==> config.mk <==
export PLATFORM = sky130hd
export DESIGN_NAME = itc_prep
export DESIGN_NICKNAME = d
export VERILOG_FILES = /design/src/itc_pkg.sv /design/src/itc_prep.sv
export SDC_FILE = /design/constraint.sdc
export NUM_CORES = 1
export LEC_CHECK = 0
export BUFFER_PORTS_ARGS = -buffer_cell sky130_fd_sc_hd__clkbuf_2
export CAP_MARGIN = 20
export CORE_AREA = 2 2 117 119
export CTS_CLUSTER_SIZE = 12
export DETAILED_ROUTE_END_ITERATION = 10
export DIE_AREA = 0 0 119 121
export PLACE_DENSITY = 0.72
export SLEW_MARGIN = 25
export SYNTH_ARGS = -nofsm -noshare
export SYNTH_HDL_FRONTEND = slang
export SYNTH_SLANG_ARGS = --single-unit
==> constraint.sdc <==
create_clock -name clk -period 0.8 [get_ports clk]
set_input_delay 0.16 -clock clk [delete_from_list [all_inputs] [get_ports clk]]
set_output_delay 0.16 -clock clk [all_outputs]
set_load 0.01 [all_outputs]
==> src/itc_pkg.sv <==
// ----------------------------------------------------------------------------
// itc_pkg
// Shared formats, constants and cell types for the point placement pipeline.
// ----------------------------------------------------------------------------
package itc_pkg;

    // Field formats
    localparam int FRAC_BITS  = 16;   // fraction bits of coordinates, distance, angles
    localparam int DIS_W      = 24;   // unsigned Q8.16 distance
    localparam int ANGLE_W    = 26;   // signed degrees * 2^16
    localparam int COORD_W    = 32;   // signed Q16.16 coordinate

    // Rotator formats
    localparam int ANG_FRAC   = 24;   // residual angle fraction bits
    localparam int ANG_SHIFT  = ANG_FRAC - FRAC_BITS;
    localparam int TRIG_FRAC  = 30;   // sine and cosine in Q30
    localparam int XY_W       = 32;
    localparam int Z_W        = 32;
    localparam int RED_W      = ANGLE_W + 2;

    localparam int MAX_STAGES      = 24;
    localparam int TRIG_STAGES_DEF = 16;

    localparam logic signed [XY_W-1:0] CORDIC_GAIN = 32'sd652032874;

    // atan(2^-i) in degrees * 2^24, rounded
    localparam logic signed [Z_W-1:0] ATAN_DEG [MAX_STAGES] = '{
        32'sd754974720, 32'sd445687602, 32'sd235489088, 32'sd119537938,
        32'sd60000934,  32'sd30029717,  32'sd15018523,  32'sd7509720,
        32'sd3754917,   32'sd1877466,   32'sd938734,    32'sd469367,
        32'sd234684,    32'sd117342,    32'sd58671,     32'sd29335,
        32'sd14668,     32'sd7334,      32'sd3667,      32'sd1833,
        32'sd917,       32'sd458,       32'sd229,       32'sd115
    };

    // Configuration register map
    localparam int CFG_IDX_W = 2;
    localparam int CFG_DATA_W = COORD_W;
    localparam logic [CFG_IDX_W-1:0] REG_ORIGIN_X = 2'd0;
    localparam logic [CFG_IDX_W-1:0] REG_ORIGIN_Y = 2'd1;
    localparam logic [CFG_IDX_W-1:0] REG_ORIGIN_Z = 2'd2;

    // One rotator lane: vector and residual angle
    typedef struct packed {
        logic signed [XY_W-1:0] x;
        logic signed [XY_W-1:0] y;
        logic signed [Z_W-1:0]  z;
    } itc_lane_t;

    // Contents of one cell of the chain
    typedef struct packed {
        logic [DIS_W-1:0] dis;
        logic             neg_a;
        logic             neg_d;
        itc_lane_t        ang;
        itc_lane_t        dih;
    } itc_cell_t;

endpackage

==> src/itc_prep.sv <==
// ----------------------------------------------------------------------------
// itc_prep
// Entry stage: wraps both angles into one turn, folds them into +-90 degrees
// and loads the first cell of the rotator chain.
// ----------------------------------------------------------------------------
module itc_prep (
    input  logic                                  clk,
    input  logic                                  rst_n,
    input  logic                                  en,
    input  logic                                  in_valid,
    input  logic        [itc_pkg::DIS_W-1:0]      bond_length,
    input  logic signed [itc_pkg::ANGLE_W-1:0]    bond_angle,
    input  logic signed [itc_pkg::ANGLE_W-1:0]    torsion_angle,
    output logic                                  dn_valid,
    output itc_pkg::itc_cell_t                    dn_data
);

    localparam int RW = itc_pkg::RED_W;
    localparam logic signed [RW-1:0] FULL_TURN    = RW'(360 << itc_pkg::FRAC_BITS);
    localparam logic signed [RW-1:0] HALF_TURN    = RW'(180 << itc_pkg::FRAC_BITS);
    localparam logic signed [RW-1:0] QUARTER_TURN = RW'(90 << itc_pkg::FRAC_BITS);

    typedef struct packed {
        logic                           neg;
        logic signed [itc_pkg::Z_W-1:0] z;
    } red_t;

    logic               dn_valid_reg;
    itc_pkg::itc_cell_t dn_data_reg;
    itc_pkg::itc_cell_t dn_data_next;
    red_t               red_a;
    red_t               red_d;

    // Wrap into [-180,180), fold into [-90,90] and rescale to 24 fraction bits
    function automatic red_t reduce(input logic signed [itc_pkg::ANGLE_W-1:0] a);
        logic signed [RW-1:0] w;
        logic signed [RW-1:0] r;
        red_t                 res;
        w = RW'(a);
        if (w >= HALF_TURN)
        begin
            r = w - FULL_TURN;
        end
        else if (w < -HALF_TURN)
        begin
            r = w + FULL_TURN;
        end
        else
        begin
            r = w;
        end
        res.neg = 1'b0;
        if (r > QUARTER_TURN)
        begin
            r       = r - HALF_TURN;
            res.neg = 1'b1;
        end
        else if (r < -QUARTER_TURN)
        begin
            r       = r + HALF_TURN;
            res.neg = 1'b1;
        end
        res.z = itc_pkg::Z_W'(r) <<< itc_pkg::ANG_SHIFT;
        return res;
    endfunction

    assign red_a = reduce(bond_angle);
    assign red_d = reduce(torsion_angle);

    // First cell contents: unit vector scaled by the gain, angle residual
    always_comb
    begin
        dn_data_next.dis   = bond_length;
        dn_data_next.neg_a = red_a.neg;
        dn_data_next.neg_d = red_d.neg;
        dn_data_next.ang.x = itc_pkg::CORDIC_GAIN;
        dn_data_next.ang.y = '0;
        dn_data_next.ang.z = red_a.z;
        dn_data_next.dih.x = itc_pkg::CORDIC_GAIN;
        dn_data_next.dih.y = '0;
        dn_data_next.dih.z = red_d.z;
    end

    always_ff @(posedge clk or negedge rst_n)
    begin
        if (!rst_n)
        begin
            dn_valid_reg <= 1'b0;
        end
        else if (en)
        begin
            dn_valid_reg <= in_valid;
        end
    end

    always_ff @(posedge clk)
    begin
        if (en)
        begin
            dn_data_reg <= dn_data_next;
        end
    end

    assign dn_valid = dn_valid_reg;
    assign dn_data  = dn_data_reg;

endmodule

==> results.cfg <==
[critical_path]
required_ps = 880
timing.rr.start = dn_valid
worstPathCellList = clkbuf_16 -> a211o_4 -> buf_4 -> o311ai_2 -> or4_4 -> o2111ai_2 -> a211oi_2 -> nand2b_4 -> a21oi_1 -> a211o_1
worstSetupEndpointType = register
r2r_end = dn_valid
startpoint_type = input port
wp_data_arrival_ps = 2290
worstRegToRegCells = 1
critPathMaxStageDelay_ps = 350
crit_type = in -> reg
crit_path_max_fanout = 6
r2r_slack_ps = 60
crit_slowest_cell = sky130_fd_sc_hd__a211o_4
critPathLaunch = bond_angle[19]

[logic_synthesis]
syn-cell-area_um2 = 5020
ys_seq_area_frac = 0.447
synth-async-reset-ratio = 0.0133
postSynthRegisterBits = 75
ys_warn_count = 0
syn_avg_cell_area_um2 = 10.8
synth.lib_cells_used.distinct = 74
post_synth_inst_count = 464
count_of_flip_flops_with_a_built_in_enable_after_synthesis = 74
synth-main-ff-cell = sky130_fd_sc_hd__edfxtp_1

[pwr]
power.ir.vdd_worst_mv = 0.999
power_leakage_nw = 3.41
power_switching_share = 0.288
post-layout-total-power_mw = 13.3
pwr-share-clk = 0.324
cell_internal_pwr_mw = 9.44
power_per_unit_of_standard_cell_area_nw_per_um2 = 1810
power.share.sequential = 0.375
power.switching_mw = 3.82
comb_power_share = 0.301

[global_routing]
grtUsageTotal = 0.162
pin_count_of_the_biggest_net_entering_global_routing = 56
grt_pass1_vias = 3731
initial_antenna_violation_count = 0
wire_length_of_the_first_global_routing_pass_mm = 18.4
grt.overflow.total = 0

[sta]
max_freq_mhz = 453
number_of_endpoints_failing_setup_at_the_final_stage = 89
final_min_period_over_clock_period = 2.76
slew_viol_final = 0
finalWorstPathRequiredPeriod_ps = 2210
grt_setup_unrepaired = yes
postLayoutSetupSlackWorst_ps = -1410
final.setup.tns_ps = -32810
clock_skew_ps = 0
finalHoldViolations = 0

[drt]
route.detailed.drc = 0
vias = 4228
total_iterations_of_the_first_detailed_routing_run = 5
vias_per_cell = 4.50
violation_count_after_the_first_detailed_routing_iteration = 224
drtAntennaViolNets = 0
avgRoutedWirePerCell_um = 14.2
drt_wl_total_mm = 13.3

[cts]
clock_tree_from_tritoncts = built
clk_path_buf_depth = 2
ctsHtreeMaxLevel = 3
cts.sinks = 75
clock_latency_ps = 330
tritoncts.num_buffers = 9
clkTransAtPathRegs_ps = 60
root_buffer = sky130_fd_sc_hd__clkbuf_16

[placement]
post-dp-hpwl_mm = 9.69
detailedPlace.worstSlack_ps = -1800
place.detailed.instances = 878
finalWeightedCongestion = 0.927
placement.io_buffers = 154

[final_layout]
post_route_cells_drive_above_1_share = 0.479
final_nets = 847
final.fill_count = 1067
postLayoutCoreUtil = 0.560
layout_commonest_cell = sky130_fd_sc_hd__conb_1
antenna_cells = 0
number_of_flip_flops_in_the_largest_register = 74
instances_no_fill = 940
final_cell_mix = 144 x sky130_fd_sc_hd__conb_1, 139 x sky130_fd_sc_hd__clkbuf_2, 119 x sky130_fd_sc_hd__buf_4, 74 x sky130_fd_sc_hd__edfxtp_1, 21 x sky130_fd_sc_hd__dlygate4sd3_1
area_delta_synth_final_pct = 45.9

[min_path]
hold_path_startpoint = bond_length[20]
worst_hold_path.num_cells = 1
min_to = dn_data[214]
worst_hold_path_type = in -> reg

[floorplan]
placement_rows = 42
die-area_um2 = 14400
dieWidth_um = 119
die-height_um = 121
initial_core_util = 0.384
ios = 299
core-area_um2 = 13100

[status]
violations_in_the_final_reports = negative setup slack
status = finished, violations left

[run]
cap_viol_max_count = 0
-- metrics by stage --
stage / instance area (um^2) / hold slack [ps]
CTS: 7030 / 2.92
detailed placement: 6250 / -63.4
finish: 7330 / 7.69
global route: 7330 / -0.555
floorplan: 5670 / -136
global placement: 6250 / -64.8
-- power by group through the flow --
stage / Sequential (mW) / Clock (mW) / Combinational, mW
2_1_floorplan: 5.25 / 0 / 2.16
3_3_place_gp: 5.03 / 0 / 3.33
3_5_place_dp: 5.04 / 0 / 3.35
4_1_cts: 4.97 / 4.34 / 3.70
5_1_grt: 5.00 / 4.57 / 4.29
6_report: 4.97 / 4.30 / 4.00
-- worst max path at each step --
stage | end | slack, ps
2_1_floorplan | dn_data[124] | -1580
3_3_place_gp | dn_data[127] | -1790
3_5_place_dp | dn_data[127] | -1800
4_1_cts | dn_data[124] | -1370
5_1_grt | dn_data[122] | -1520
6_report | dn_data[127] | -1410
-- Yosys cell counts (all sizes together), types with 3 or more instances --
cell type  count  area (um^2)
a211o          3         26.3
a211oi         8         77.6
a21o           5         37.5
a21oi         14         77.6
a22oi          3         22.5
and2           6         37.5
buf          156         1160
edfxtp        74         2220
ha             8          100
inv           18         67.6
nand2         22         82.6
nand2b         5         38.8
nand3          6         30.0
nor2          15         56.3
nor2b          5         31.3
nor3           8         40.0
nor4           8         50.1
o2111ai        3         26.3
o211ai         8         65.1
o21ai         13         65.1
o22ai          4         25.0
o31ai          5         37.5
or2            3         21.3
xnor2         14          145
xor2           5         51.3
-- kinds of logic (layout without fill, tap and decap cells) --
kind of cell,after synthesis,in the layout,share of synthesized area
muxes,2,2,0.00424
adders and majority gates,8,8,0.0199
other,2,144,0.00150
AOI/OAI and AO/OA,92,92,0.145
and+or+nand+nor,91,91,0.0979
DFF,75,75,0.447
buffers and inverters,175,333,0.244
xor gates and xnor gates,19,19,0.0391
-- metal layers --
layer / track usage / wire, um / vias up / share of wire
li1: - / - / 1968 / -
met5: 0 / 0 / - / 0
met2: 0.298 / 7010 / 256 / 0.53
met3: 0.0399 / 1280 / 32 / 0.096
met1: 0.178 / 4610 / 1972 / 0.35
met4: 0.0685 / 406 / 0 / 0.031
-- final cells by class --
cell class | count | area (um^2) | share of cell area
Clock buffer | 9 | 225 | 0.0307
Clock inverter | 7 | 98.8 | 0.0135
Inverter | 18 | 72.6 | 0.00991
Multi-Input combinational cell | 356 | 2410 | 0.329
Sequential cell | 75 | 2250 | 0.307
Tap cell | 176 | 220 | 0.0301
Timing Repair Buffer | 299 | 2050 | 0.280
-- worst max-delay path: cells and delay by family --
kind / cells / cell delay (ps)
compound gates: 6 / 1460
simple gates: 2 / 410
buf+inv: 2 / 270
-- what timing repair did --
action / CTS / global route
gates cloned: 0 / 0
resized for setup: 51 / 32
endpoints found under the setup margin: 89 / 89
pin swaps: 35 / 27
setup buffers: 15 / 10
hold endpoints to repair: 8 / 13
hold buffers: 8 / 13
No activity file was read; power rests on OpenSTA's default activity.
