File: src/itc_pkg.sv
// ----------------------------------------------------------------------------
// itc_pkg
// Shared formats, constants and cell types for the point placement pipeline.
// ----------------------------------------------------------------------------
package itc_pkg;

    // Field formats
    localparam int FRAC_BITS  = 16;   // fraction bits of coordinates, distance, angles
    localparam int DIS_W      = 24;   // unsigned Q8.16 distance
    localparam int ANGLE_W    = 26;   // signed degrees * 2^16
    localparam int COORD_W    = 32;   // signed Q16.16 coordinate

    // Rotator formats
    localparam int ANG_FRAC   = 24;   // residual angle fraction bits
    localparam int ANG_SHIFT  = ANG_FRAC - FRAC_BITS;
    localparam int TRIG_FRAC  = 30;   // sine and cosine in Q30
    localparam int XY_W       = 32;
    localparam int Z_W        = 32;
    localparam int RED_W      = ANGLE_W + 2;

    localparam int MAX_STAGES      = 24;
    localparam int TRIG_STAGES_DEF = 16;

    localparam logic signed [XY_W-1:0] CORDIC_GAIN = 32'sd652032874;

    // atan(2^-i) in degrees * 2^24, rounded
    localparam logic signed [Z_W-1:0] ATAN_DEG [MAX_STAGES] = '{
        32'sd754974720, 32'sd445687602, 32'sd235489088, 32'sd119537938,
        32'sd60000934,  32'sd30029717,  32'sd15018523,  32'sd7509720,
        32'sd3754917,   32'sd1877466,   32'sd938734,    32'sd469367,
        32'sd234684,    32'sd117342,    32'sd58671,     32'sd29335,
        32'sd14668,     32'sd7334,      32'sd3667,      32'sd1833,
        32'sd917,       32'sd458,       32'sd229,       32'sd115
    };

    // Configuration register map
    localparam int CFG_IDX_W = 2;
    localparam int CFG_DATA_W = COORD_W;
    localparam logic [CFG_IDX_W-1:0] REG_ORIGIN_X = 2'd0;
    localparam logic [CFG_IDX_W-1:0] REG_ORIGIN_Y = 2'd1;
    localparam logic [CFG_IDX_W-1:0] REG_ORIGIN_Z = 2'd2;

    // One rotator lane: vector and residual angle
    typedef struct packed {
        logic signed [XY_W-1:0] x;
        logic signed [XY_W-1:0] y;
        logic signed [Z_W-1:0]  z;
    } itc_lane_t;

    // Contents of one cell of the chain
    typedef struct packed {
        logic [DIS_W-1:0] dis;
        logic             neg_a;
        logic             neg_d;
        itc_lane_t        ang;
        itc_lane_t        dih;
    } itc_cell_t;

endpackage

File: src/itc_cordic_cell.sv
// ----------------------------------------------------------------------------
// itc_cordic_cell
// One micro-rotation of the sine/cosine chain, applied to both angle lanes,
// with the distance and sign flags carried alongside.
// ----------------------------------------------------------------------------
module itc_cordic_cell #(
    parameter int STAGE_IDX = 0
) (
    input  logic               clk,
    input  logic               rst_n,
    input  logic               en,
    input  logic               up_valid,
    input  itc_pkg::itc_cell_t up_data,
    output logic               dn_valid,
    output itc_pkg::itc_cell_t dn_data
);

    localparam logic signed [itc_pkg::Z_W-1:0] ATAN_STEP = itc_pkg::ATAN_DEG[STAGE_IDX];

    logic               dn_valid_reg;
    itc_pkg::itc_cell_t dn_data_reg;
    itc_pkg::itc_cell_t dn_data_next;

    // Rotate towards zero residual; shifts are arithmetic (floor)
    function automatic itc_pkg::itc_lane_t rotate(input itc_pkg::itc_lane_t l);
        logic signed [itc_pkg::XY_W-1:0] dx;
        logic signed [itc_pkg::XY_W-1:0] dy;
        itc_pkg::itc_lane_t              r;
        dx = l.x >>> STAGE_IDX;
        dy = l.y >>> STAGE_IDX;
        if (!l.z[itc_pkg::Z_W-1])
        begin
            r.x = l.x - dy;
            r.y = l.y + dx;
            r.z = l.z - ATAN_STEP;
        end
        else
        begin
            r.x = l.x + dy;
            r.y = l.y - dx;
            r.z = l.z + ATAN_STEP;
        end
        return r;
    endfunction

    always_comb
    begin
        dn_data_next     = up_data;
        dn_data_next.ang = rotate(up_data.ang);
        dn_data_next.dih = rotate(up_data.dih);
    end

    always_ff @(posedge clk or negedge rst_n)
    begin
        if (!rst_n)
        begin
            dn_valid_reg <= 1'b0;
        end
        else if (en)
        begin
            dn_valid_reg <= up_valid;
        end
    end

    always_ff @(posedge clk)
    begin
        if (en)
        begin
            dn_data_reg <= dn_data_next;
        end
    end

    assign dn_valid = dn_valid_reg;
    assign dn_data  = dn_data_reg;

endmodule

File: config.mk
export PLATFORM = sky130hd
export DESIGN_NAME = itc_cordic_cell
export DESIGN_NICKNAME = d
export VERILOG_FILES = /design/src/itc_pkg.sv /design/src/itc_cordic_cell.sv
export SDC_FILE = /design/constraint.sdc
export NUM_CORES = 1
export LEC_CHECK = 0
export ABC_AREA = 1
export BUFFER_PORTS_ARGS = -buffer_cell sky130_fd_sc_hd__buf_4
export CAP_MARGIN = 5
export CORE_ASPECT_RATIO = 0.6
export CORE_MARGIN = 8
export CORE_UTILIZATION = 60
export DETAILED_ROUTE_END_ITERATION = 8
export PLACE_DENSITY_LB_ADDON = 0.05
export SLEW_MARGIN = 10
export SYNTH_ARGS = -nofsm -noshare
export SYNTH_HDL_FRONTEND = slang
export SYNTH_SLANG_ARGS = --single-unit
export TNS_END_PERCENT = 1
File: constraint.sdc
create_clock -name clk -period 2 [get_ports clk]
set_clock_uncertainty 0.1 [all_clocks]
set_input_delay 0.2 -clock clk [delete_from_list [all_inputs] [get_ports clk]]
set_output_delay 0.2 -clock clk [all_outputs]
set_load 0.005 [all_outputs]
==> reports/results.tsv, run 1 <==
stage	metric	value	unit
clock_tree	CTS Buffer Depth	3	
floorplan	num rows	54	
clock_tree	clock sink count	217	
yosys	Yosys top cell area share	29.70	%
yosys	Yosys top cell by area	edfxtp_1	
yosys	register bit total from synthesis	217	
yosys	Syn Area/Cell	6.481	sq um
floorplan	die width	262.3	microns
grt	largest net degree at the start of global routing	68	
clock_tree	Post-CTS Setup Bufs	0	
sta	GRT worst endpoint	dn_data[93]$_DFFE_PP_/D	
yosys	register area share after synthesis	29.82	%
clock_tree	Num CTS Buffers	23	
yosys	ys async rst share	0.4608	%
placement	Placer Congestion	1.130	
yosys	Synth area leaders	edfxtp_1 (30%), nand2_1 (21%), ha_1 (11%), inv_1 (11%), nand3_1 (7.0%)	
placement	post-detail-place hpwl	80.32	mm
yosys	Synth Flop Type	edfxtp_1	
clock_tree	Root Buffer	clkbuf_16	
yosys	Mapped Area	0.02184	sq mm
floorplan	initial core utilization	60.52	%
clock_tree	CTS H-tree depth	1	
placement	DP Worst Slack	-562.6	ps
floorplan	die height	163.8	microns
placement	Buffers on Ports	440	
yosys	Netlist cell types	38	
status	status	stopped before the end	
yosys	Synthesized Nets	3799	
grt	grt ovf	260	
yosys	EDFF count, synth	216	
floorplan	I/O pin total	441	
grt	All-Layer GR Usage	79.18	%
status	stop err	[ERROR GRT-0232] Routing congestion too high. Check the congestion heatmap in the GUI.	
yosys	yosys warns	0	
yosys	Cells after Synth	3369	
sta	WEP type	sequential cell input	
status	Last stage	global routing (5_1_grt)	
[cell usage after synthesis, types with 2 or more instances]
master,count
o21ai_0,72
nor2_2,13
buf_2,31
inv_2,7
nand3_1,304
clkbuf_1,19
o21bai_1,22
edfxtp_1,216
nand2_1,1231
and3_1,2
nor3_1,12
inv_1,663
nor2_1,211
nor3_2,2
xor2_1,57
nand3b_1,9
ha_1,200
a21oi_1,148
nand2_2,15
nor4_2,2
nor2_4,2
and2_1,4
fa_1,8
o21a_1,11
buf_4,29
nand3b_2,5
o22ai_1,8
o31ai_1,3
a21o_1,2
buf_1,2
nand4_1,40
o21ai_1,6
a31oi_1,8
[cells by family after synthesis]
family | count (synthesis) | synth area share (%)
buf+inv | 754 | 13.68
flops | 217 | 29.82
xor+xnor | 57 | 2.286
mux | 1 | 0.05157
fa+ha+maj | 208 | 12.19
simple gates | 1852 | 35.03
compound gates | 280 | 6.945
[per-layer routing]
layer	overflow	global-route usage (%)
met1	31	81.88
met4	88	68.32
met5	12	55.01
met2	87	88.87
met3	42	72.28
[repair_timing]
action,in CTS
hold endpoints to repair,89
hold buffers,86
setup endpoints to repair,10
pin swaps,0
resized for setup,3
[stage by stage]
step	cell area [sq um]	instances	hold WS (ps)	setup TNS, ps	util [%]
after floorplan	21840	3369	-195.6	0	-
after global placement	28590	4632	-124.8	-29300	79.24
after detailed placement	28590	4632	-120.0	-42090	79.24
after CTS	30250	4759	69.31	0	83.83
==> run 2, diff against run 1 <==
--- a/config.mk
+++ b/config.mk
@@ -8,11 +8,10 @@
 export ABC_AREA = 1
 export BUFFER_PORTS_ARGS = -buffer_cell sky130_fd_sc_hd__buf_4
 export CAP_MARGIN = 5
-export CORE_ASPECT_RATIO = 0.6
 export CORE_MARGIN = 8
-export CORE_UTILIZATION = 60
+export CORE_UTILIZATION = 40
 export DETAILED_ROUTE_END_ITERATION = 8
-export PLACE_DENSITY_LB_ADDON = 0.05
+export PLACE_DENSITY_LB_ADDON = 0.15
 export SLEW_MARGIN = 10
 export SYNTH_ARGS = -nofsm -noshare
 export SYNTH_HDL_FRONTEND = slang
==> reports/results.tsv, run 2 <==
stage	metric	value	unit	change
yosys	Synth area leaders	edfxtp_1 (30%), nand2_1 (21%), ha_1 (11%), inv_1 (11%), nand3_1 (7.0%)		
grt	vias in the first global route	23400		
drt	DRT iter0 DRCs	1773		
yosys	Netlist cell types	38		unchanged
drt	via count	24210		
power_and_ir_drop	Cell Int Power	12.25	mW	
clock_tree	CTS tree	yes		
floorplan	die width	249.6	microns	-4.8%
worst_setup_path	Data arrival, critical path	2100	ps	
cells_and_area	Largest register FFs	216		
floorplan	die height	249.6	microns	+52%
placement	Placer Congestion	0.9932		-12%
placement	Buffers on Ports	440		unchanged
drt	vias per inst	4.816		
yosys	register area share after synthesis	29.82	%	unchanged
drt	Residual DRC	0		
power_and_ir_drop	Comb pwr share	39.6	%	
floorplan	CORE AREA	0.05392	sq mm	
yosys	Mapped Area	0.02184	sq mm	unchanged
worst_setup_path	Worst setup EP type	register		
yosys	Cells after Synth	3369		unchanged
yosys	Yosys top cell by area	edfxtp_1		
yosys	yosys warns	0		unchanged
sta	Worst-Margin Slew	579.6	ps	
sta	max-slew violation count	0		
clock_tree	Post-CTS Setup Bufs	0		unchanged
cells_and_area	Fillers	5314		
sta	Setup violations, final	0		
cells_and_area	Layout area overhead	42.13	%	
power_and_ir_drop	clock power share	28.5	%	
worst_setup_path	Setup CP Type	in -> reg		
cells_and_area	most frequent cells in the layout	nand2_1 (1231), buf_4 (895), inv_1 (661)		
sta	fin crit share	93.33	%	
grt	grt ovf	0		
cells_and_area	post-route insts no fill	5027		
yosys	register bit total from synthesis	217		unchanged
cells_and_area	FF/Latch Area	0.006511	sq mm	
worst_setup_path	Crit path required time	2230	ps	
hold_path	worst hold path class	in -> reg		
clock_tree	Root Buffer	clkbuf_16		
power_and_ir_drop	peak supply drop	0.4609	mV	
cells_and_area	Multi-input gate area	0.01236	sq mm	
drt	Antenna Violating Nets Remaining	0		
placement	DP Cell Count	4886		+5.5%
sta	Final min period	1867	ps	
clock_tree	clock sink count	217		unchanged
grt	largest net degree at the start of global routing	68		
power_and_ir_drop	pwr dens	606.8	mW/mm^2	
power_and_ir_drop	Net Sw Frac	34.97	%	
cells_and_area	share of cells above drive strength 1	23.14	%	
worst_setup_path	worst-path fanout max	4		
status	status	complete, no violations		
yosys	EDFF count, synth	216		unchanged
worst_setup_path	CP Launch Type	input pin		
power_and_ir_drop	switching power	6.586	mW	
clock_tree	Clock transition at path regs	60	ps	
drt	routed wire length	86.86	mm	
grt	initial antenna violation count	1		
run	max cap viols	0		
floorplan	num rows	85		+57%
yosys	ys async rst share	0.4608	%	unchanged
drt	Routed WL per cell	17.28	microns	
floorplan	I/O pin total	441		unchanged
drt	TritonRoute pass-1 iters	5		
power_and_ir_drop	part of the power in registers	31.9	%	
sta	fmax	535.7	MHz	
clock_tree	Num CTS Buffers	28		+22%
clock_tree	CTS Buffer Depth	3		unchanged
yosys	top cells by count, synth	nand2_1 (1231), inv_1 (663), nand3_1 (304)		
power_and_ir_drop	Leak Pwr	17.29	nW	
sta	RSZ-0062 raised after global routing	no		
placement	Placed Area	0.02913	sq mm	+1.9%
floorplan	initial core utilization	40.50	%	-20 points
sta	worst rel slew slack	60.95	%	
cells_and_area	nets	4742		
placement	post-detail-place hpwl	72.20	mm	-10%
cells_and_area	Design Area, Final	0.03104	sq mm	
yosys	Synthesized Nets	3799		unchanged
clock_tree	Worst-Skew Late Latency	590	ps	
grt	All-Layer GR Usage	26.67	%	
yosys	Yosys top cell area share	29.70	%	unchanged
floorplan	die area	0.06232	sq mm	
cells_and_area	commonest non-fill, non-tap cell in the layout	nand2_1		
grt	first-pass GRT wire length	131.4	mm	
yosys	Syn Area/Cell	6.481	sq um	unchanged
yosys	top-count cell post-synth	nand2_1		
sta	Hold Fails Final Rpt	0		
yosys	Synth Flop Type	edfxtp_1		
clock_tree	CTS H-tree depth	1		unchanged
## run 2: per-layer routing
| metal | vias to the layer above | track usage, % | share of wire (%) |
|---|---|---|---|
| li1 | 12350 | - | - |
| met1 | 10900 | 34.38 | 43 |
| met2 | 822 | 44.71 | 46 |
| met3 | 132 | 4.874 | 7.5 |
| met4 | 2 | 8.731 | 3.5 |
| met5 | - | 0 | 0.015 |
## run 2: path summary, 6_finish.rpt
check	end	cells past startpoint	start	slack, ps
worst max-delay path	dn_data[142]$_DFFE_PP_	12	up_data[128]	130
worst min-delay path	dn_data[125]$_DFFE_PP_	3	up_data[125]	20
worst max register to register	dn_valid$_DFFE_PN0P_	2	dn_valid$_DFFE_PN0P_	590
worst min register to register	dn_valid$_DFFE_PN0P_	2	dn_valid$_DFFE_PN0P_	970
max in group asynchronous	dn_valid$_DFFE_PN0P_	3	rst_n	1330
min in group asynchronous	dn_valid$_DFFE_PN0P_	3	rst_n	370
## run 2: power by group through the flow
stage,clock network [mW],registers (mW),logic (mW)
2_1_floorplan,0,6.02,3.39
3_3_place_gp,0,6.09,7.18
3_5_place_dp,0,6.08,7.22
4_1_cts,5.48,6.01,7.41
5_1_grt,5.65,6.04,8.20
6_report,5.37,6.01,7.45
## run 2: kinds of logic after synthesis
group	Yosys count	share of synthesized area, %
adders and majority gates	208	12.19
DFF	217	29.82
muxes	1	0.05157
xor gates and xnor gates	57	2.286
AOI/OAI and AO/OA	280	6.945
buffers and inverters	754	13.68
and+or+nand+nor	1852	35.03
## run 2: layout make-up
type	count	share of cell area, %
flip-flops and latches	217	20.98
well taps	696	2.806
repair buffers	996	25.18
clock inverters	19	0.8305
clock buffers	29	2.270
multi-input cells	2398	39.81
diodes	1	0.008063
inverters	671	8.115
## run 2: metrics by stage
step / util (%) / setup WS (ps) / hold WS (ps) / total power, mW / TNS, ps
2_1_floorplan: - / 33.43 / -195.6 / 9.408 / 0
3_3_place_gp: 54.03 / -423.6 / -123.3 / 13.27 / -30240
3_5_place_dp: 54.03 / -435.1 / -122.1 / 13.30 / -31550
4_1_cts: 57.52 / 155.5 / 0.7937 / 18.89 / 0
5_1_grt: 57.55 / 0.7110 / 28.54 / 19.89 / 0
6_report: 57.56 / 133.4 / 18.18 / 18.83 / 0
## run 2: worst max-delay path, stage by stage
cell and delay [ps]:
buf_4 100, inv_1 50, ha_1 220, fa_1 400
inv_1 180, nand2_1 100, nand3_1 110, nand2_1 120
nand2_1 230, xor2_1 160, o21ai_0 80, buf_4 140
## run 2: timing repair
| item | CTS | global route |
|---|---|---|
| resized for setup | 0 | 4 |
| hold endpoints to repair | 112 | 0 |
| endpoints found under the setup margin | 0 | 6 |
| hold buffers | 92 | 0 |
No activity file was read; power rests on OpenSTA's default activity.
==> run 3, diff against run 2 <==
--- a/config.mk
+++ b/config.mk
@@ -6,10 +6,11 @@
 export NUM_CORES = 1
 export LEC_CHECK = 0
 export ABC_AREA = 1
+export ABC_CLOCK_PERIOD_IN_PS = 2000
 export BUFFER_PORTS_ARGS = -buffer_cell sky130_fd_sc_hd__buf_4
 export CAP_MARGIN = 5
 export CORE_MARGIN = 8
-export CORE_UTILIZATION = 40
+export CORE_UTILIZATION = 39
 export DETAILED_ROUTE_END_ITERATION = 8
 export PLACE_DENSITY_LB_ADDON = 0.15
 export SLEW_MARGIN = 10
==> reports/results.tsv, run 3 (synthesis gave the netlist of run 2 again) <==
stage	metric	value	unit	change
sta	setup TNS	0	ps	unchanged
placement	Placer Congestion	0.9939		about the same
cells_and_area	Layout area overhead	42.92	%	
grt	initial antenna violation count	2		+1
drt	via count	24120		-0.36%
sta	PnR worst setup slack	142.1	ps	+8.686 ps
grt	first-pass GRT wire length	130.4	mm	-0.82%
grt	largest net degree at the start of global routing	64		-5.9%
worst_setup_path	CP max stage delay	460	ps	+60 ps
sta	RSZ-0062 raised after global routing	yes		
clock_tree	Worst-Skew Late Latency	580	ps	about the same
worst_setup_path	delay-heaviest family, CP	simple AND/OR/NAND/NOR gates		
sta	worst hold slack	44.26	ps	+26.08 ps
worst_setup_path	Critical Path, Cell by Cell	buf_4 > ha_1 > nand2_2 > nor2_1 > nand2_1 > nand3_1 > nand2_1 > nand2_1 > xor2_1 > o21ai_0 > buf_4		
run	max cap viols	0		unchanged
worst_setup_path	critical path buffer and inverter count	2		-2
grt	GR Util met1	33.65	%	-0.73 points
worst_setup_path	Worst setup EP type	register		
drt	Routed WL per cell	17.03	microns	-1.4%
worst_setup_path	worst reg2reg setup slack	1150	ps	+560 ps
power_and_ir_drop	Leak Pwr	17.36	nW	+0.43%
grt	met3 GRT Util	3.927	%	-0.95 points
drt	Antenna Violating Nets Remaining	0		unchanged
grt	GR Util met2	44.18	%	-0.53 points
floorplan	CORE AREA	0.05520	sq mm	+2.4%
worst_setup_path	Setup CP Type	in -> reg		
placement	Placed Area	0.02932	sq mm	+0.65%
sta	fmax	538.2	MHz	+0.47%
clock_tree	CTS H-tree depth	1		unchanged
cells_and_area	commonest non-fill, non-tap cell in the layout	nand2_1		
floorplan	num rows	86		+1.2%
worst_setup_path	Crit path required time	2220	ps	about the same
placement	post-detail-place hpwl	72.16	mm	about the same
sta	max-slew violation count	0		unchanged
worst_setup_path	most frequent cell on the critical path	nand2_1		
cells_and_area	post-route insts no fill	5106		+1.6%
floorplan	I/O pin total	441		unchanged
cells_and_area	final core utilization	56.53	%	-1.0 points
sta	fin crit share	92.90	%	-0.43 points
grt	All-Layer GR Usage	26.13	%	-0.54 points
drt	TritonRoute pass-1 iters	8		+3
cells_and_area	share of cells above drive strength 1	23.38	%	+0.23 points
placement	DP Cell Count	4958		+1.5%
worst_setup_path	Data arrival, critical path	2080	ps	-20 ps
grt	GR peak layer	met2		
cells_and_area	Design Area, Final	0.03121	sq mm	+0.55%
clock_tree	Clock transition at path regs	60	ps	about the same
clock_tree	Post-CTS Setup Bufs	0		unchanged
worst_setup_path	Crit Reg-Reg Startpoint	dn_valid$_DFFE_PN0P_		
worst_setup_path	CP Depth	11		-1
worst_setup_path	CP endpoint	dn_data[142]$_DFFE_PP_		
clock_tree	Root Buffer	clkbuf_16		
clock_tree	clock sink count	217		unchanged
floorplan	die area	0.06382	sq mm	+2.4%
power_and_ir_drop	peak supply drop	0.5774	mV	+25%
cells_and_area	most frequent cells in the layout	nand2_1 (1231), buf_4 (917), inv_1 (661)		
sta	Hold Fails Final Rpt	0		unchanged
floorplan	die width	252.6	microns	+1.2%
sta	Final min period	1858	ps	-8.686 ps
drt	Residual DRC	0		unchanged
power_and_ir_drop	Total Power Consumption	18.65	mW	-0.97%
placement	Buffers on Ports	440		unchanged
drt	routed wire length	86.97	mm	+0.13%
hold_path	Hold Path Stages	5		+2
power_and_ir_drop	pwr dens	597.6	mW/mm^2	-1.5%
sta	Setup violations, final	0		unchanged
grt	vias in the first global route	23190		-0.90%
clock_tree	Num CTS Buffers	28		unchanged
cells_and_area	Fillers	5422		+2.0%
worst_setup_path	Worst Setup SP	up_data[165]		
clock_tree	CTS Buffer Depth	3		unchanged
sta	Worst-Margin Slew	722.9	ps	+143.4 ps
worst_setup_path	Slowest-stage cell, CP	ha_1		
floorplan	die height	252.6	microns	+1.2%
worst_setup_path	worst r2r path cells	1		-1
drt	vias per inst	4.724		-1.9%
floorplan	initial core utilization	39.56	%	-0.94 points
worst_setup_path	CP Launch Type	input pin		
placement	DP Worst Slack	-453.1	ps	-18.04 ps
grt	grt ovf	0		unchanged
worst_setup_path	Crit Reg-Reg Endpoint	dn_valid$_DFFE_PN0P_		
cells_and_area	Largest register FFs	216		unchanged
clock_tree	CTS tree	yes		
worst_setup_path	worst-path fanout max	9		+5
drt	DRT iter0 DRCs	1868		+5.4%
hold_path	worst hold path class	in -> reg		
sta	worst rel slew slack	51.80	%	-9.1 points
status	status	complete, no violations		
cells_and_area	nets	4764		+0.46%
run 3: layer usage:
layer  share of wire (%)  routed length (microns)
met1                  44                    37910
met2                  46                    40100
met3                 6.6                     5754
met4                 3.7                     3203
met5                   0                        0
run 3: final cells by class:
cell class | instances | area [sq um] | area share (%)
clock buffer | 33 | 719.4 | 2.305
multi-input combinational | 2398 | 12350 | 39.58
clock inverter | 18 | 203.9 | 0.6535
sequential | 217 | 6511 | 20.86
antenna | 3 | 7.507 | 0.02406
timing repair buffer | 1018 | 7960 | 25.51
inverter | 671 | 2519 | 8.071
tap | 748 | 935.9 | 2.999
run 3: worst min-delay path: cells and delay by family:
kind | cells | cell delay [ps]
xor gates and xnor gates | 1 | 110
buffers and inverters | 1 | 80
and+or+nand+nor | 3 | 210
run 3: how the worst min path moves through the flow:
stage,from,end,slack (ps)
5_1_grt,up_data[159],dn_data[159]$_DFFE_PP_,50
6_report,up_data[159],dn_data[159]$_DFFE_PP_,40
3_5_place_dp,rst_n,dn_valid$_DFFE_PN0P_,-120
4_1_cts,up_data[33],dn_data[65]$_DFFE_PP_,4
2_1_floorplan,rst_n,dn_valid$_DFFE_PN0P_,-200
3_3_place_gp,rst_n,dn_valid$_DFFE_PN0P_,-120
run 3: where the power goes:
part / switching [mW] / internal, mW
sequential: 0.262 / 5.72
clock: 2.18 / 2.98
combinational: 4.15 / 3.36
run 3: timing repair:
item	CTS	global route
hold endpoints to repair	133	0
hold buffers	94	0
endpoints found under the setup margin	0	7
resized for setup	0	3
==> run 4, diff against run 3 <==
--- a/config.mk
+++ b/config.mk
@@ -5,7 +5,6 @@
 export SDC_FILE = /design/constraint.sdc
 export NUM_CORES = 1
 export LEC_CHECK = 0
-export ABC_AREA = 1
 export ABC_CLOCK_PERIOD_IN_PS = 2000
 export BUFFER_PORTS_ARGS = -buffer_cell sky130_fd_sc_hd__buf_4
 export CAP_MARGIN = 5
@@ -13,6 +12,7 @@
 export CORE_UTILIZATION = 39
 export DETAILED_ROUTE_END_ITERATION = 8
 export PLACE_DENSITY_LB_ADDON = 0.15
+export RECOVER_POWER = 100
 export SLEW_MARGIN = 10
 export SYNTH_ARGS = -nofsm -noshare
 export SYNTH_HDL_FRONTEND = slang
==> reports/results.tsv, run 4 <==
stage	metric	value	unit	change
drt	Antenna Violating Nets Remaining	0		unchanged
sta	Worst-Margin Slew	853.9	ps	+131.0 ps
floorplan	die area	0.05251	sq mm	-18%
drt	Routed WL per cell	19.48	microns	+14%
run	max cap viols	0		unchanged
yosys	Synth area leaders	edfxtp_1 (37%), ha_1 (14%), a21oi_1 (5.7%), xnor2_1 (5.7%), inv_1 (4.1%)		
placement	Placed Area	0.02587	sq mm	-12%
sta	worst rel slew slack	43.07	%	-8.7 points
worst_setup_path	CP Launch Type	input pin		
yosys	multiplexer share of the synthesized area	1.370	%	+1.3 points
power_and_ir_drop	Total Power Consumption	17.97	mW	-3.6%
yosys	Post-Synth Adder-Cell Area	15.03	%	+2.8 points
yosys	Syn Area/Cell	9.416	sq um	+45%
yosys	yosys warns	0		unchanged
sta	fmax	379.2	MHz	-30%
clock_tree	CTS H-tree depth	1		unchanged
cells_and_area	post-route insts no fill	3585		-30%
grt	All-Layer GR Usage	25.55	%	-0.58 points
yosys	Mapped Area	0.01772	sq mm	-19%
yosys	EDFF count, synth	216		unchanged
placement	Buffers on Ports	440		unchanged
sta	PnR worst setup slack	-637.2	ps	-779.2 ps
yosys	top-count cell post-synth	edfxtp_1		
power_and_ir_drop	pwr dens	644.0	mW/mm^2	+7.8%
clock_tree	CTS tree	yes		
yosys	Yosys top cell by area	edfxtp_1		
grt	largest net degree at the start of global routing	89		+39%
power_and_ir_drop	Leak Pwr	12.78	nW	-26%
yosys	Synth Area in XOR/XNOR	6.524	%	+4.2 points
sta	Setup violations, final	85		+85
cells_and_area	commonest non-fill, non-tap cell in the layout	buf_4		
power_and_ir_drop	peak supply drop	0.6148	mV	+6.5%
drt	vias per inst	5.129		+8.6%
sta	RSZ-0062 raised after global routing	yes		
floorplan	num rows	78		-9.3%
power_and_ir_drop	Net Sw Frac	32.26	%	-3.1 points
yosys	area share of and/or/nand/nor cells after synthesis	10.93	%	-24 points
worst_setup_path	worst-path fanout max	3		-6
power_and_ir_drop	clock power share	27.4	%	-0.3 points
hold_path	worst hold path class	in -> reg		
grt	grt ovf	0		unchanged
sta	worst hold slack	29.05	ps	-15.21 ps
sta	fin crit share	131.9	%	+39 points
sta	Hold Fails Final Rpt	0		unchanged
worst_setup_path	Data arrival, critical path	2860	ps	+780 ps
floorplan	die height	229.2	microns	-9.3%
worst_setup_path	Setup CP Type	in -> reg		
drt	DRT iter0 DRCs	1330		-29%
power_and_ir_drop	Cell Int Power	12.17	mW	+1.0%
worst_setup_path	Worst setup EP type	register		
drt	routed wire length	69.82	mm	-20%
status	violated checks	setup timing		
yosys	Synth Flop Type	edfxtp_1		
worst_setup_path	Crit path required time	2220	ps	about the same
yosys	Synthesized Nets	2312		-39%
drt	via count	18390		-24%
cells_and_area	Design Area, Final	0.02790	sq mm	-11%
drt	TritonRoute pass-1 iters	7		-1
power_and_ir_drop	Comb pwr share	38.9	%	-1.4 points
yosys	main combinational cell family by area after synthesis	compound AO/OA/AOI/OAI gates		
cells_and_area	Fillers	3984		-27%
yosys	top cells by count, synth	edfxtp_1 (216), a21oi_1 (202), ha_1 (200)		
cells_and_area	Layout area overhead	57.46	%	
clock_tree	Worst-Skew Late Latency	570	ps	about the same
sta	max-slew violation count	0		unchanged
floorplan	I/O pin total	441		unchanged
floorplan	CORE AREA	0.04509	sq mm	-18%
placement	post-detail-place hpwl	56.01	mm	-22%
status	status	finished with violations		
power_and_ir_drop	part of the power in registers	33.8	%	+1.7 points
drt	Residual DRC	0		unchanged
floorplan	die width	229.2	microns	-9.3%
yosys	Yosys top cell area share	36.60	%	+6.9 points
yosys	register bit total from synthesis	217		unchanged
yosys	Netlist cell types	89		+130%
cells_and_area	Largest register FFs	216		unchanged
yosys	ys async rst share	0.4608	%	unchanged
cells_and_area	most frequent cells in the layout	buf_4 (717), edfxtp_1 (216), clkbuf_4 (193)		
clock_tree	Clock transition at path regs	70	ps	about the same
clock_tree	CTS Buffer Depth	3		unchanged
clock_tree	Num CTS Buffers	27		-3.6%
clock_tree	clock sink count	217		unchanged
yosys	register area share after synthesis	36.74	%	+6.9 points
placement	Placer Congestion	0.9632		-3.1%
sta	Final min period	2637	ps	+779.2 ps
yosys	Cells after Synth	1882		-44%
power_and_ir_drop	switching power	5.797	mW	-12%
placement	DP Cell Count	3434		-31%
clock_tree	Root Buffer	clkbuf_16		
floorplan	initial core utilization	39.30	%	-0.26 points
yosys	compound-cell area share of the yosys netlist	22.27	%	+15 points
cells_and_area	share of cells above drive strength 1	37.39	%	+14 points
grt	first-pass GRT wire length	108.3	mm	-17%
cells_and_area	nets	3394		-29%
grt	vias in the first global route	19320		-17%
grt	initial antenna violation count	7		+5
## run 4: final cells by class
type                       count  area [sq um]  area share [%]
multi-input combinational   1376         10640           38.12
timing repair buffer        1138          8363           29.97
sequential                   217          6511           23.34
inverter                     204         768.2           2.753
tap                          600         750.7           2.690
clock buffer                  32         694.4           2.489
clock inverter                15         171.4          0.6143
antenna                        3         7.507         0.02690
## run 4: worst paths after layout
check,startpoint,endpoint,slack [ps],depth (start not counted)
hold reg to reg,dn_valid$_DFFE_PN0P_,dn_valid$_DFFE_PN0P_,430,1
setup reg to reg,dn_valid$_DFFE_PN0P_,dn_valid$_DFFE_PN0P_,1140,1
min in group asynchronous,rst_n,dn_valid$_DFFE_PN0P_,410,3
setup / recovery,up_data[128],dn_data[156]$_DFFE_PP_,-640,15
hold / removal,up_data[124],dn_data[124]$_DFFE_PP_,30,3
max in group asynchronous,rst_n,dn_valid$_DFFE_PN0P_,1280,3
## run 4: cells by family (layout without fill, tap and decap cells)
family,count (synthesis),count (layout)
AND/OR/NAND/NOR,409,409
multiplexers,24,24
other,0,3
adder cells (fa/ha/maj),208,208
AO/OA/AOI/OAI,603,603
XOR/XNOR,132,132
buffers and inverters,289,1389
flip-flops,217,217
## run 4: worst max-delay path, cell delays in order
cell      delay (ps)
buf_4            120
buf_4            130
inv_2             60
ha_4             140
fa_2             220
nor2b_2           60
o31a_1           280
nor4b_4          370
o31ai_4          150
a2111o_1         420
a31oi_4          220
o41ai_4          100
nand4_1          120
a32oi_2          110
xor2_1           160
## run 4: per-layer routing
metal,vias to the layer above,part of all wire [%],global-route usage (%)
li1,8899,-,-
met1,8761,41,31.58
met2,594,49,44.38
met3,127,6.4,4.920
met4,8,3.1,8.149
met5,-,0.074,0
## run 4: what timing repair did
item                                    in CTS  in global routing
pin swaps                                   36                 18
hold endpoints to repair                    98                  0
resized for setup                          112                 54
hold buffers                                98                  0
cloned                                       0                  0
setup buffers                                3                  0
endpoints found under the setup margin      90                 94
## run 4: per-stage QoR
| step | setup TNS [ps] | utilization, % | worst slack, ps |
|---|---|---|---|
| floorplan | -42490 | - | -699.9 |
| global placement | -98770 | 57.38 | -1387 |
| detailed placement | -100620 | 57.38 | -1371 |
| CTS | -25410 | 62.62 | -601.2 |
| global route | -39510 | 61.89 | -701.1 |
| finish | -30370 | 61.89 | -637.2 |
## run 4: power groups by stage
| stage | clock [mW] | sequential, mW | combinational [mW] |
|---|---|---|---|
| floorplan | 0 | 6.17 | 2.84 |
| global placement | 0 | 6.15 | 6.73 |
| detailed placement | 0 | 6.15 | 6.77 |
| CTS | 5.04 | 6.08 | 7.20 |
| global route | 5.17 | 6.12 | 7.57 |
| finish | 4.92 | 6.07 | 6.99 |
